==> src/rtl/spra_pkg.sv <==
// Package of the strict-priority round-robin switch allocator.
// Holds widths, register indexes, shared types and small helper functions.
// No dependencies.
`default_nettype none

package spra_pkg;

    localparam int LANE_MAX      = 4;
    localparam int LANE_W        = 2;
    localparam int MASK_W        = 16;
    localparam int SLOT_W        = 4;
    localparam int CNT_W         = 5;
    localparam int PHASE_W       = 16;
    localparam int CFG_IDX_W     = 3;
    localparam int CFG_DATA_W    = 16;
    localparam int IN_DATA_W     = LANE_MAX * MASK_W;
    localparam int OUT_DATA_W    = 8;
    localparam int NUM_LANES_DEF = 4;
    localparam int NUM_SLOTS_DEF = 16;

    localparam logic [CFG_IDX_W-1:0] REG_SLOTS_VL0  = 3'd0;
    localparam logic [CFG_IDX_W-1:0] REG_SLOTS_VL1  = 3'd1;
    localparam logic [CFG_IDX_W-1:0] REG_SLOTS_VL2  = 3'd2;
    localparam logic [CFG_IDX_W-1:0] REG_SLOTS_VL3  = 3'd3;
    localparam logic [CFG_IDX_W-1:0] REG_PHASE_BASE = 3'd4;

    localparam logic [CNT_W-1:0] SLOTS_RESET = 5'd16;

    typedef logic [LANE_MAX-1:0][CNT_W-1:0]  t_slots;
    typedef logic [LANE_MAX-1:0][MASK_W-1:0] t_lanes;

    typedef struct packed {
        logic   valid;
        t_lanes elig;
    } t_item;

    typedef struct packed {
        logic               start;
        logic [PHASE_W-1:0] dividend;
        logic [CNT_W-1:0]   divisor;
    } t_mod_req;

    typedef struct packed {
        logic              done;
        logic [SLOT_W-1:0] rem;
    } t_mod_rsp;

    typedef enum logic [1:0] {
        ST_IDLE,
        ST_LANE,
        ST_MOD,
        ST_FIN
    } t_state;

    function automatic logic [CNT_W-1:0] f_cap_count(input logic [CNT_W-1:0] c,
                                                     input logic [CNT_W-1:0] lim);
        return (c > lim) ? lim : c;
    endfunction

    function automatic logic [MASK_W-1:0] f_count_mask(input logic [CNT_W-1:0] c);
        logic [MASK_W-1:0] m;
        for (int s = 0; s < MASK_W; s++) begin
            m[s] = (CNT_W'(s) < c);
        end
        return m;
    endfunction

    function automatic logic [SLOT_W-1:0] f_lowest(input logic [MASK_W-1:0] m);
        logic [SLOT_W-1:0] r;
        r = '0;
        for (int s = MASK_W - 1; s >= 0; s--) begin
            if (m[s]) begin
                r = SLOT_W'(s);
            end
        end
        return r;
    endfunction

endpackage

`default_nettype wire

==> src/rtl/spra_mod.sv <==
// Serial remainder unit: restoring division, one dividend bit per cycle.
// Depends on spra_pkg.
`default_nettype none

module spra_mod (
    input  wire logic              i_clk,
    input  wire logic              i_rst_n,
    input  wire spra_pkg::t_mod_req i_req,
    output spra_pkg::t_mod_rsp     o_rsp
);

    localparam logic [3:0] LastStep = 4'(spra_pkg::PHASE_W - 1);

    logic                         r_busy;
    logic                         r_done;
    logic [3:0]                   r_step;
    logic [spra_pkg::CNT_W-1:0]   r_rem;
    logic [spra_pkg::PHASE_W-1:0] r_dvd;
    logic [spra_pkg::CNT_W-1:0]   r_dsr;
    logic [spra_pkg::CNT_W-1:0]   trial;
    logic [spra_pkg::CNT_W-1:0]   n_rem;

    assign trial = {r_rem[spra_pkg::CNT_W-2:0], r_dvd[spra_pkg::PHASE_W-1]};
    assign n_rem = (trial >= r_dsr) ? trial - r_dsr : trial;

    always_ff @(posedge i_clk) begin
        if (!i_rst_n) begin
            r_busy <= 1'b0;
            r_done <= 1'b0;
            r_step <= '0;
        end else begin
            r_done <= 1'b0;
            if (i_req.start) begin
                r_busy <= 1'b1;
                r_step <= LastStep;
            end else if (r_busy) begin
                r_step <= r_step - 4'd1;
                if (r_step == 4'd0) begin
                    r_busy <= 1'b0;
                    r_done <= 1'b1;
                end
            end
        end
    end

    always_ff @(posedge i_clk) begin
        if (i_req.start) begin
            r_rem <= '0;
            r_dvd <= i_req.dividend;
            r_dsr <= i_req.divisor;
        end else if (r_busy) begin
            r_rem <= n_rem;
            r_dvd <= {r_dvd[spra_pkg::PHASE_W-2:0], 1'b0};
        end
    end

    assign o_rsp.done = r_done;
    assign o_rsp.rem  = r_rem[spra_pkg::SLOT_W-1:0];

endmodule

`default_nettype wire

==> src/rtl/spra_front.sv <==
// Front end: accepts request beats, masks each lane to its slot count and
// queues them in a two-entry queue for the back end. Depends on spra_pkg.
`default_nettype none

module spra_front #(
    parameter int NUM_SLOTS = spra_pkg::NUM_SLOTS_DEF
) (
    input  wire logic                             i_clk,
    input  wire logic                             i_rst_n,
    input  wire logic                             i_s_tvalid,
    output logic                                  o_s_tready,
    input  wire logic [spra_pkg::IN_DATA_W-1:0]   i_s_tdata,
    input  wire spra_pkg::t_slots                 i_slots,
    output spra_pkg::t_item                       o_item,
    input  wire logic                             i_pop
);

    localparam int SlotLim = (NUM_SLOTS < spra_pkg::MASK_W) ? NUM_SLOTS : spra_pkg::MASK_W;
    localparam logic [spra_pkg::CNT_W-1:0] LimCnt = spra_pkg::CNT_W'(SlotLim);
    localparam logic [1:0] QDepth = 2'd2;

    spra_pkg::t_lanes r_q [2];
    logic             r_wr;
    logic             r_rd;
    logic [1:0]       r_fill;
    spra_pkg::t_lanes masked;
    logic             push;

    always_comb begin
        for (int l = 0; l < spra_pkg::LANE_MAX; l++) begin
            masked[l] = i_s_tdata[l*spra_pkg::MASK_W +: spra_pkg::MASK_W]
                      & spra_pkg::f_count_mask(spra_pkg::f_cap_count(i_slots[l], LimCnt));
        end
    end

    assign o_s_tready = (r_fill != QDepth);
    assign push       = i_s_tvalid && o_s_tready;

    always_ff @(posedge i_clk) begin
        if (!i_rst_n) begin
            r_wr   <= 1'b0;
            r_rd   <= 1'b0;
            r_fill <= '0;
        end else begin
            if (push) begin
                r_wr <= ~r_wr;
            end
            if (i_pop) begin
                r_rd <= ~r_rd;
            end
            if (push && !i_pop) begin
                r_fill <= r_fill + 2'd1;
            end else if (!push && i_pop) begin
                r_fill <= r_fill - 2'd1;
            end
        end
    end

    always_ff @(posedge i_clk) begin
        if (push) begin
            r_q[r_wr] <= masked;
        end
    end

    assign o_item.valid = (r_fill != 2'd0);
    assign o_item.elig  = r_q[r_rd];

endmodule

`default_nettype wire

==> src/rtl/spra_back.sv <==
// Back end: lane sequencer with round-robin pointers, seeding through the
// serial remainder unit, and the result register. Depends on spra_pkg.
`default_nettype none

module spra_back #(
    parameter int NUM_LANES = spra_pkg::NUM_LANES_DEF,
    parameter int NUM_SLOTS = spra_pkg::NUM_SLOTS_DEF
) (
    input  wire logic                              i_clk,
    input  wire logic                              i_rst_n,
    input  wire spra_pkg::t_item                   i_item,
    output logic                                   o_pop,
    input  wire spra_pkg::t_slots                  i_slots,
    input  wire logic [spra_pkg::PHASE_W-1:0]      i_phase,
    output spra_pkg::t_mod_req                     o_mod_req,
    input  wire spra_pkg::t_mod_rsp                i_mod_rsp,
    output logic                                   o_m_tvalid,
    input  wire logic                              i_m_tready,
    output logic [spra_pkg::OUT_DATA_W-1:0]        o_m_tdata
);

    localparam int LaneCnt = (NUM_LANES < spra_pkg::LANE_MAX) ? NUM_LANES : spra_pkg::LANE_MAX;
    localparam int IdxW    = (LaneCnt > 1) ? $clog2(LaneCnt) : 1;
    localparam int SlotLim = (NUM_SLOTS < spra_pkg::MASK_W) ? NUM_SLOTS : spra_pkg::MASK_W;
    localparam logic [spra_pkg::CNT_W-1:0] LimCnt   = spra_pkg::CNT_W'(SlotLim);
    localparam logic [IdxW-1:0]            LastLane = IdxW'(LaneCnt - 1);

    spra_pkg::t_state             r_state, n_state;
    logic [IdxW-1:0]              r_lane, n_lane;
    logic [spra_pkg::SLOT_W-1:0]  r_ptr [LaneCnt];
    logic [spra_pkg::SLOT_W-1:0]  n_ptr [LaneCnt];
    logic [LaneCnt-1:0]           r_seeded, n_seeded;
    logic                         r_res_valid, n_res_valid;
    logic [spra_pkg::LANE_W-1:0]  r_res_lane, n_res_lane;
    logic [spra_pkg::SLOT_W-1:0]  r_res_slot, n_res_slot;
    logic                         r_out_valid, n_out_valid;
    logic [spra_pkg::OUT_DATA_W-1:0] r_out_data, n_out_data;

    logic [spra_pkg::LANE_W-1:0]  lane_sel;
    logic [spra_pkg::CNT_W-1:0]   cur_cnt;
    logic [spra_pkg::SLOT_W-1:0]  cur_ptr;
    logic [spra_pkg::MASK_W-1:0]  cur_mask;
    logic [spra_pkg::MASK_W-1:0]  hi_mask;
    logic [spra_pkg::SLOT_W-1:0]  pick;
    logic [spra_pkg::CNT_W-1:0]   pick_inc;
    logic [spra_pkg::SLOT_W-1:0]  next_ptr;
    logic                         need_mod;
    logic                         last_lane;
    logic                         out_free;

    assign lane_sel  = spra_pkg::LANE_W'(r_lane);
    assign cur_cnt   = spra_pkg::f_cap_count(i_slots[lane_sel], LimCnt);
    assign cur_ptr   = r_ptr[r_lane];
    assign cur_mask  = i_item.elig[lane_sel];
    assign need_mod  = !r_seeded[r_lane] || ({1'b0, cur_ptr} >= cur_cnt);
    assign hi_mask   = cur_mask & ~((spra_pkg::MASK_W'(1) << cur_ptr) - spra_pkg::MASK_W'(1));
    assign pick      = (hi_mask != '0) ? spra_pkg::f_lowest(hi_mask)
                                       : spra_pkg::f_lowest(cur_mask);
    assign pick_inc  = {1'b0, pick} + spra_pkg::CNT_W'(1);
    assign next_ptr  = (pick_inc == cur_cnt) ? '0 : pick_inc[spra_pkg::SLOT_W-1:0];
    assign last_lane = (r_lane == LastLane);
    assign out_free  = !r_out_valid || i_m_tready;

    always_comb begin
        n_state = r_state;
        case (r_state)
            spra_pkg::ST_IDLE: begin
                if (i_item.valid) begin
                    n_state = spra_pkg::ST_LANE;
                end
            end
            spra_pkg::ST_LANE: begin
                if (cur_cnt == '0) begin
                    n_state = last_lane ? spra_pkg::ST_FIN : spra_pkg::ST_LANE;
                end else if (need_mod) begin
                    n_state = spra_pkg::ST_MOD;
                end else if (cur_mask != '0) begin
                    n_state = spra_pkg::ST_FIN;
                end else begin
                    n_state = last_lane ? spra_pkg::ST_FIN : spra_pkg::ST_LANE;
                end
            end
            spra_pkg::ST_MOD: begin
                if (i_mod_rsp.done) begin
                    n_state = spra_pkg::ST_LANE;
                end
            end
            spra_pkg::ST_FIN: begin
                if (out_free) begin
                    n_state = spra_pkg::ST_IDLE;
                end
            end
            default: n_state = spra_pkg::ST_IDLE;
        endcase
    end

    always_comb begin
        n_lane      = r_lane;
        n_ptr       = r_ptr;
        n_seeded    = r_seeded;
        n_res_valid = r_res_valid;
        n_res_lane  = r_res_lane;
        n_res_slot  = r_res_slot;
        n_out_valid = r_out_valid && !i_m_tready;
        n_out_data  = r_out_data;
        o_pop       = 1'b0;
        o_mod_req.start    = 1'b0;
        o_mod_req.dividend = r_seeded[r_lane] ? spra_pkg::PHASE_W'(cur_ptr) : i_phase;
        o_mod_req.divisor  = cur_cnt;
        case (r_state)
            spra_pkg::ST_IDLE: begin
                n_lane      = '0;
                n_res_valid = 1'b0;
                n_res_lane  = '0;
                n_res_slot  = '0;
            end
            spra_pkg::ST_LANE: begin
                if (cur_cnt != '0 && need_mod) begin
                    o_mod_req.start = 1'b1;
                end else if (cur_cnt != '0 && cur_mask != '0) begin
                    n_res_valid   = 1'b1;
                    n_res_lane    = lane_sel;
                    n_res_slot    = pick;
                    n_ptr[r_lane] = next_ptr;
                end else if (!last_lane) begin
                    n_lane = r_lane + IdxW'(1);
                end
            end
            spra_pkg::ST_MOD: begin
                if (i_mod_rsp.done) begin
                    n_ptr[r_lane]    = i_mod_rsp.rem;
                    n_seeded[r_lane] = 1'b1;
                end
            end
            spra_pkg::ST_FIN: begin
                if (out_free) begin
                    o_pop       = 1'b1;
                    n_out_valid = 1'b1;
                    n_out_data  = {1'b0, r_res_slot, r_res_lane, r_res_valid};
                end
            end
            default: begin
                n_lane = '0;
            end
        endcase
    end

    always_ff @(posedge i_clk) begin
        if (!i_rst_n) begin
            r_state     <= spra_pkg::ST_IDLE;
            r_lane      <= '0;
            r_seeded    <= '0;
            r_out_valid <= 1'b0;
            for (int l = 0; l < LaneCnt; l++) begin
                r_ptr[l] <= '0;
            end
        end else begin
            r_state     <= n_state;
            r_lane      <= n_lane;
            r_seeded    <= n_seeded;
            r_out_valid <= n_out_valid;
            r_ptr       <= n_ptr;
        end
    end

    always_ff @(posedge i_clk) begin
        r_res_valid <= n_res_valid;
        r_res_lane  <= n_res_lane;
        r_res_slot  <= n_res_slot;
        r_out_data  <= n_out_data;
    end

    assign o_m_tvalid = r_out_valid;
    assign o_m_tdata  = r_out_data;

endmodule

`default_nettype wire

==> src/rtl/strict_priority_rr_switch_allocator_unit.sv <==
// Requests are handled one at a time by the lane sequencer; each lane that is seeded or whose
// pointer is reduced also waits on the bit-serial remainder unit. A two-entry queue and the
// result register let both sides stall on their own, so a new request beat can be taken
// while the back end still works on the last one.
// Reset is synchronous and active low: pointers, seed flags, queue and result beat clear,
// slot counts return to 16 and the phase base to zero.
`default_nettype none

module strict_priority_rr_switch_allocator_unit #(
    parameter int NUM_LANES = spra_pkg::NUM_LANES_DEF,
    parameter int NUM_SLOTS = spra_pkg::NUM_SLOTS_DEF
) (
    input  wire logic                              i_clk,
    input  wire logic                              i_rst_n,
    input  wire logic                              i_s_tvalid,
    output logic                                   o_s_tready,
    // eligible_vl0 [15:0], eligible_vl1 [31:16], eligible_vl2 [47:32], eligible_vl3 [63:48]
    input  wire logic [spra_pkg::IN_DATA_W-1:0]    i_s_tdata,
    output logic                                   o_m_tvalid,
    input  wire logic                              i_m_tready,
    // grant_valid [0], grant_lane [2:1], grant_slot [6:3], zero [7]
    output logic [spra_pkg::OUT_DATA_W-1:0]        o_m_tdata,
    input  wire logic                              i_cfg_we,
    input  wire logic [spra_pkg::CFG_IDX_W-1:0]    i_cfg_idx,
    input  wire logic [spra_pkg::CFG_DATA_W-1:0]   i_cfg_data
);

    spra_pkg::t_slots              r_slots;
    logic [spra_pkg::PHASE_W-1:0]  r_phase;
    spra_pkg::t_item               item;
    logic                          pop;
    spra_pkg::t_mod_req            mod_req;
    spra_pkg::t_mod_rsp            mod_rsp;

    always_ff @(posedge i_clk) begin
        if (!i_rst_n) begin
            for (int l = 0; l < spra_pkg::LANE_MAX; l++) begin
                r_slots[l] <= spra_pkg::SLOTS_RESET;
            end
            r_phase <= '0;
        end else if (i_cfg_we) begin
            if (i_cfg_idx < spra_pkg::REG_PHASE_BASE) begin
                r_slots[i_cfg_idx[spra_pkg::LANE_W-1:0]] <= i_cfg_data[spra_pkg::CNT_W-1:0];
            end else if (i_cfg_idx == spra_pkg::REG_PHASE_BASE) begin
                r_phase <= i_cfg_data;
            end
        end
    end

    spra_front #(
        .NUM_SLOTS (NUM_SLOTS)
    ) u_front (
        .i_clk      (i_clk),
        .i_rst_n    (i_rst_n),
        .i_s_tvalid (i_s_tvalid),
        .o_s_tready (o_s_tready),
        .i_s_tdata  (i_s_tdata),
        .i_slots    (r_slots),
        .o_item     (item),
        .i_pop      (pop)
    );

    spra_mod u_mod (
        .i_clk   (i_clk),
        .i_rst_n (i_rst_n),
        .i_req   (mod_req),
        .o_rsp   (mod_rsp)
    );

    spra_back #(
        .NUM_LANES (NUM_LANES),
        .NUM_SLOTS (NUM_SLOTS)
    ) u_back (
        .i_clk      (i_clk),
        .i_rst_n    (i_rst_n),
        .i_item     (item),
        .o_pop      (pop),
        .i_slots    (r_slots),
        .i_phase    (r_phase),
        .o_mod_req  (mod_req),
        .i_mod_rsp  (mod_rsp),
        .o_m_tvalid (o_m_tvalid),
        .i_m_tready (i_m_tready),
        .o_m_tdata  (o_m_tdata)
    );

endmodule

`default_nettype wire

==> config.mk <==
export PLATFORM = sky130hd
export DESIGN_NAME = strict_priority_rr_switch_allocator_unit
export DESIGN_NICKNAME = d
export VERILOG_FILES = /design/src/rtl/spra_pkg.sv /design/src/rtl/spra_mod.sv /design/src/rtl/spra_front.sv /design/src/rtl/spra_back.sv /design/src/rtl/strict_priority_rr_switch_allocator_unit.sv
export SDC_FILE = /design/constraint.sdc
export NUM_CORES = 1
export LEC_CHECK = 0
export ABC_AREA = 1
export BUFFER_PORTS_ARGS = -buffer_cell sky130_fd_sc_hd__buf_2
export CAP_MARGIN = 0
export CELL_PAD_IN_SITES_DETAIL_PLACEMENT = 2
export CELL_PAD_IN_SITES_GLOBAL_PLACEMENT = 2
export CORE_ASPECT_RATIO = 0.9
export CORE_MARGIN = 3
export CORE_UTILIZATION = 39
export CTS_CLUSTER_DIAMETER = 30
export CTS_CLUSTER_SIZE = 12
export DETAILED_ROUTE_END_ITERATION = 12
export GPL_TIMING_DRIVEN = 0
export PLACE_DENSITY = 0.81
export SETUP_SLACK_MARGIN = 0.05
export SLEW_MARGIN = 20
export SYNTH_ARGS = -nofsm -noshare
export SYNTH_HDL_FRONTEND = slang
export SYNTH_SLANG_ARGS = --single-unit
==> constraint.sdc <==
create_clock -name i_clk -period 6.1 [get_ports i_clk]
set_clock_uncertainty 0.05 [all_clocks]
set_input_delay 0.305 -clock i_clk [delete_from_list [all_inputs] [get_ports i_clk]]
set_output_delay 0.305 -clock i_clk [all_outputs]
set_load 0.005 [all_outputs]
=== Word level (Yosys, flattened, before mapping) ===
Memory sizes are Yosys's and may differ from the RTL's. A register that Yosys moved wholly into a read port is not among the register bits.
Cells that the tools add are included.

* Add/sub/neg operators: 7
* Order comparisons: 78
* Eq/ne operators: 14
* Shift operators: 1
* Muxes and demuxes: 104
* Bitwise logic cells: 13
* Reduce and logical (&&, ||, !) cells: 36

{| class="wikitable"
|+ Operator list
! operator !! number
|-
| $mux W4 || 42
|-
| $lt A4 B5 Y1 const A || 32
|-
| $mux W16 || 7
|-
| $and A16 B16 Y16 || 5
|-
| $lt A3 B5 Y1 const A || 16
|-
| $lt A1 B5 Y1 const A || 8
|-
| $lt A2 B5 Y1 const A || 8
|-
| $mux W5 || 7
|-
| $bmux W16 S2 || 1
|-
| $bwmux W16 || 2
|-
| $pmux W16 S2 || 1
|-
| $reduce_bool A16 Y1 || 2
|-
| $mux W2 || 14
|-
| $gt A5 B5 Y1 const B || 5
|-
| $bwmux W20 || 1
|-
| $mux W1 || 18
|-
| $not A16 Y16 || 1
|-
| $shl A1 B4 Y16 const A || 1
|-
| $sub A16 B1 Y16 const B || 1
|-
| $ne A2 B2 Y1 const B || 6
|-
| $bmux W5 S2 || 1
|-
| $demux W5 S2 || 1
|-
| $reduce_bool A2 Y1 || 5
|-
| $logic_and A1 B1 Y1 || 9
|-
| 38 further kinds || 59
|}

* Register bits: 110
* RAM bits: 128
* Bits of input ports: 88
* Output and inout port bits: 10
* Logic and storage cells: 280
* Memories: 1

{| class="wikitable"
|+ Memory list
! name !! depth !! width !! rd ports !! clocked after Yosys merged registers in !! wr ports !! RTL line !! text
|-
| u_front.r_q || 2 || 64 || 1 || 1 || 1 || spra_front.sv:22 || <nowiki>spra_pkg::t_lanes r_q [2];</nowiki>
|}

=== Depth between registers and ports, before layout ===
* Depth after elaboration: 32
* Gate-level depth with buffers: 42
* Gate-level depth less buffers: 40

=== Hierarchy ===
Synthesis repeated with hierarchy kept, for this count alone.

* Cell total of the unflattened synthesis: 1470
* Area, all modules: 13091.3 sq um

{| class="wikitable"
|+ By module, submodules not included
! module !! times used !! cells each !! area each (sq um) !! sequential area each (sq um)
|-
| spra_front || 1 || 460 || 6139.6 || 3943.8
|-
| spra_back || 1 || 633 || 3920.0 || 920.9
|-
| strict_priority_rr_switch_allocator_unit || 1 || 214 || 1521.5 || 720.7
|-
| spra_mod || 1 || 163 || 1510.2 || 830.8
|}

=== Worst setup path after synthesis ===
OpenSTA, ideal clock, no wires.

* Kind: register -> register
* From: register u_back.r_lane[0], in the netlist u_back.lane_sel[0]
* To: register u_mod.r_rem[3] (netlist name)
* Library setup time: 0.116 ns
* Arrival time: 3.966 ns
* Required time: 5.934 ns
* Slack: 1.968 ns
* Cell stages (with the launch flop): 27
* Buffers on the path: 5
* Clock period less this slack: 4.132 ns
* Path through: dfxtp_1 -> buf_6 -> buf_6 -> buf_2 -> buf_2 -> buf_2 -> nand2_1 -> a32oi_1 -> inv_1 -> nor2_1 -> inv_1 -> nand2_1 -> inv_1 -> ha_1 -> inv_1 -> a21boi_0 -> o21a_1 -> o21a_1 -> o21ai_0 -> nand2_1 -> nand2_1 -> nor2_1 -> inv_1 -> nand2_1 -> inv_1 -> a32oi_1 -> inv_1

{| class="wikitable"
|+ RTL lines
! element !! RTL line !! text
|-
| start: declaration || spra_back.sv:29 || <nowiki>logic [IdxW-1:0] r_lane, n_lane;</nowiki>
|-
| start signal: assignment || spra_back.sv:159 || <nowiki>r_lane <= n_lane;</nowiki>
|-
| end signal: assignment || spra_mod.sv:52 || <nowiki>r_rem <= n_rem;</nowiki>
|-
| end: declaration || spra_mod.sv:17 || <nowiki>logic [spra_pkg::CNT_W-1:0] r_rem;</nowiki>
|}

==> impl_metrics.py <==
metrics = {
    "global_route": {
        "antenna_found_initial": 4,
        "grt_max_degree": 26,
        "grt_overflow": 0,
        "first_global_vias": 12865,
        "track_usage": 0.327,
        "grt_pass1_wl_um": 80600,
    },
    "floorplan": {
        "rows": 60,
        "start_util": 0.397,
        "die_w_um": 190,
        "dieArea_mm2": 0.0327,
        "die_y_um": 172,
        "core_area_mm2": 0.0300,
        "ios": 98,
    },
    "synth": {
        "ys_seq_elements": 239,
        "avgSynthCellArea_um2": 8.63,
        "synthArstFlopShare": 0,
        "synth.net_count": 1487,
        "synth_edf_count": 163,
        "synth_cell_types": 51,
        "yosysSeqAreaShare": 0.538,
        "netlist_instances": 1382,
        "synth-main-ff-cell": "edfxtp_1",
        "synthesis.area_mm2": 0.0119,
        "ys_warn_count": 0,
    },
    "cts": {
        "clk_path_buf_depth": 3,
        "cts.reportedPaths.clkPinSlew_ps": 50,
        "cts_tree": "yes",
        "cts_made_buffers": 57,
        "postCtsSetupBuffers": 0,
        "clock_sinks": 239,
        "root_buffer": "clkbuf_16",
        "clkLatencyLatePin_ps": 580,
        "h-tree-depth": 2,
    },
    "worst_setup_path": {
        "crit_fanout": 10,
        "worstSetupPathType": "register to register",
        "start_kind": "register",
        "critical_path_arrival_ps": 6320,
        "reg2reg_to": "u_back.r_ptr[1]",
        "r2r_cells": 27,
        "cp-end-kind": "register",
        "worstPathRequired_ps": 6530,
        "rrSetupSlack_ps": 210,
        "timing.rr.start": "u_back.lane_sel[0]",
    },
    "placement": {
        "hpwl_um": 33800,
        "dp.cells": 1886,
        "globalplace.congestion": 0.860,
        "dp_slack_ps": 228,
        "io_buffers": 95,
    },
    "drt": {
        "ant_nets": 0,
        "viasPerCell": 5.70,
        "wire_per_inst_um": 27.1,
        "drt_first_pass_iters": 5,
        "via_count": 11410,
        "drc": 0,
        "routed_wirelength_um": 54300,
        "drt_iter0_markers": 858,
    },
    "min_path": {
        "min_path_cells": 3,
        "hp-class": "input pin to register",
        "whs_endpoint": "r_phase[5]",
        "min_from": "i_cfg_data[5]",
    },
    "sta": {
        "timing.final.hold_violations": 0,
        "worst_slack_ps": 207,
        "drv_slew": 0,
        "fin_crit_ps": 5890,
        "grt_setup_unrepaired": "true",
        "setup_viol": 0,
        "fmax_mhz": 170,
        "worstMarginPinSlew_ps": 924,
        "post-route-period-util": 0.966,
        "hold_slack_ps": 31.6,
        "setup_tns_ps": 0,
        "slew-limit-headroom": 0.382,
    },
    "layout": {
        "final_cell_mix": "238 x nand2_1, 204 x nor2_1, 171 x inv_1",
        "fin_cells": 2002,
        "layout_commonest_cell": "nand2_1",
        "drive_gt1_frac": 0.179,
        "n_antenna_cell": 0,
        "syn_to_final_growth_pct": 27.6,
        "nets": 1656,
    },
    "power_and_ir_drop": {
        "finalPower_mw": 6.75,
        "irDropWorstVdd_v": 0.000270,
        "power_density_mw_per_mm2": 444,
        "p_leak_nw": 6.42,
    },
    "outcome": {
        "outcome": "complete, no violations",
    },
    "run": {
        "cap_violations": 0,
    },
}
## metal layers
metal  up-vias  global-route usage  part of all wire
li1       5005                   -                 -
met3       123              0.0720             0.069
met4         8               0.109             0.029
met1      5826               0.410              0.41
met2       448               0.565              0.49
met5         -                   0            0.0011
## cell usage after synthesis, drive strengths merged, types with 4 or more instances
cell	number	area [µm²]
nand2	270	1120
ha	16	200
and3	4	25.0
o211ai	11	82.6
a21boi	5	37.5
edfxtp	163	4890
inv	176	671
nor3	8	45.0
a21oi	85	463
a32oi	5	43.8
clkbuf	22	83.8
nor2	213	835
o31ai	14	105
a41oi	5	43.8
dfxtp	76	1520
a31oi	10	62.6
nand3	51	275
nor3b	8	60.1
o21ai	154	786
o22ai	31	194
o21a	4	30.0
buf	32	213
## report_power, final
| part | switching, mW | internal, mW |
|---|---|---|
| logic | 0.926 | 0.355 |
| registers | 0.133 | 2.06 |
| clock network | 1.04 | 2.24 |
| total | 2.10 | 4.65 |
## sequential cells by signal, indices dropped and copies added (netlist names), 4 cells and up, named ones only
| name | flops |
|---|---|
| u_back.r_ptr | 16 |
| u_mod.r_dsr | 5 |
| u_back.r_seeded | 4 |
| u_front.r_q | 128 |
| u_back.o_m_tdata | 7 |
| u_back.r_res_slot | 4 |
| r_slots | 20 |
| u_mod.r_dvd | 16 |
| u_mod.r_step | 4 |
| u_mod.r_rem | 4 |
| r_phase | 16 |
## worst max-delay path by stage
stage | from | to | slack [ps]
floorplan | u_back.lane_sel[0] | u_mod.r_rem[3] | 1970
global placement | u_front.r_fill[0] | u_front.r_q[1][63] | 270
detailed placement | u_back.lane_sel[0] | u_mod.r_rem[2] | 230
CTS | u_back.lane_sel[0] | u_mod.r_rem[3] | 160
global route | u_back.lane_sel[0] | u_back.r_ptr[1] | -100
finish | u_back.lane_sel[0] | u_back.r_ptr[1] | 210
## through the flow
step | utilization | cell area (µm²)
6_report | 0.507 | 15200
5_1_grt | 0.507 | 15200
4_1_cts | 0.506 | 15200
3_5_place_dp | 0.435 | 13100
3_3_place_gp | 0.430 | 12900
2_1_floorplan | - | 11900
## timing repair
item,in CTS,in global routing
hold buffers,9,0
gates resized for setup,1,4
endpoints found under the setup margin,5,42
cloned,0,0
endpoints found under the hold margin,10,0
## layout make-up
| class | count | area, µm² |
|---|---|---|
| fill | 3162 | 14800 |
| tap | 403 | 504 |
| timing repair buffer | 110 | 716 |
| buffer | 54 | 298 |
| inverter | 179 | 682 |
| multi-input combinational | 910 | 4560 |
| clock inverter | 29 | 408 |
| clock buffer | 78 | 1630 |
| sequential | 239 | 6420 |
## cells by family (layout without fill, tap and decap cells)
kind of cell    after synthesis  after routing  share of synthesized area
xor+xnor                      4              4                    0.00294
flops                       239            239                      0.538
other cells                   1              1                   0.000314
compound gates              327            327                      0.157
buf+inv                     233            450                     0.0820
fa+ha+maj                    17             17                     0.0185
simple gates                561            561                      0.201
## critical path, cell delays in order (launching register included)
cell and delay (ps):
dfxtp_1 470, buf_6 200, buf_6 180, buf_2 310
buf_2 300, buf_2 290, a21oi_1 100, a21oi_1 300
nand2_1 100, nor3_1 320, nor2_1 160, inv_1 130
nand2_1 90, inv_1 130, ha_1 240, inv_1 70
a21boi_0 90, o21a_1 180, o21a_1 160, o21ai_0 170
nand2_1 100, nand2_1 270, nand3_1 220, o21ai_1 370
nand2_1 350, nor2_1 180, nand2_1 70, a21oi_1 160
No activity file was read; power rests on OpenSTA's default activity.
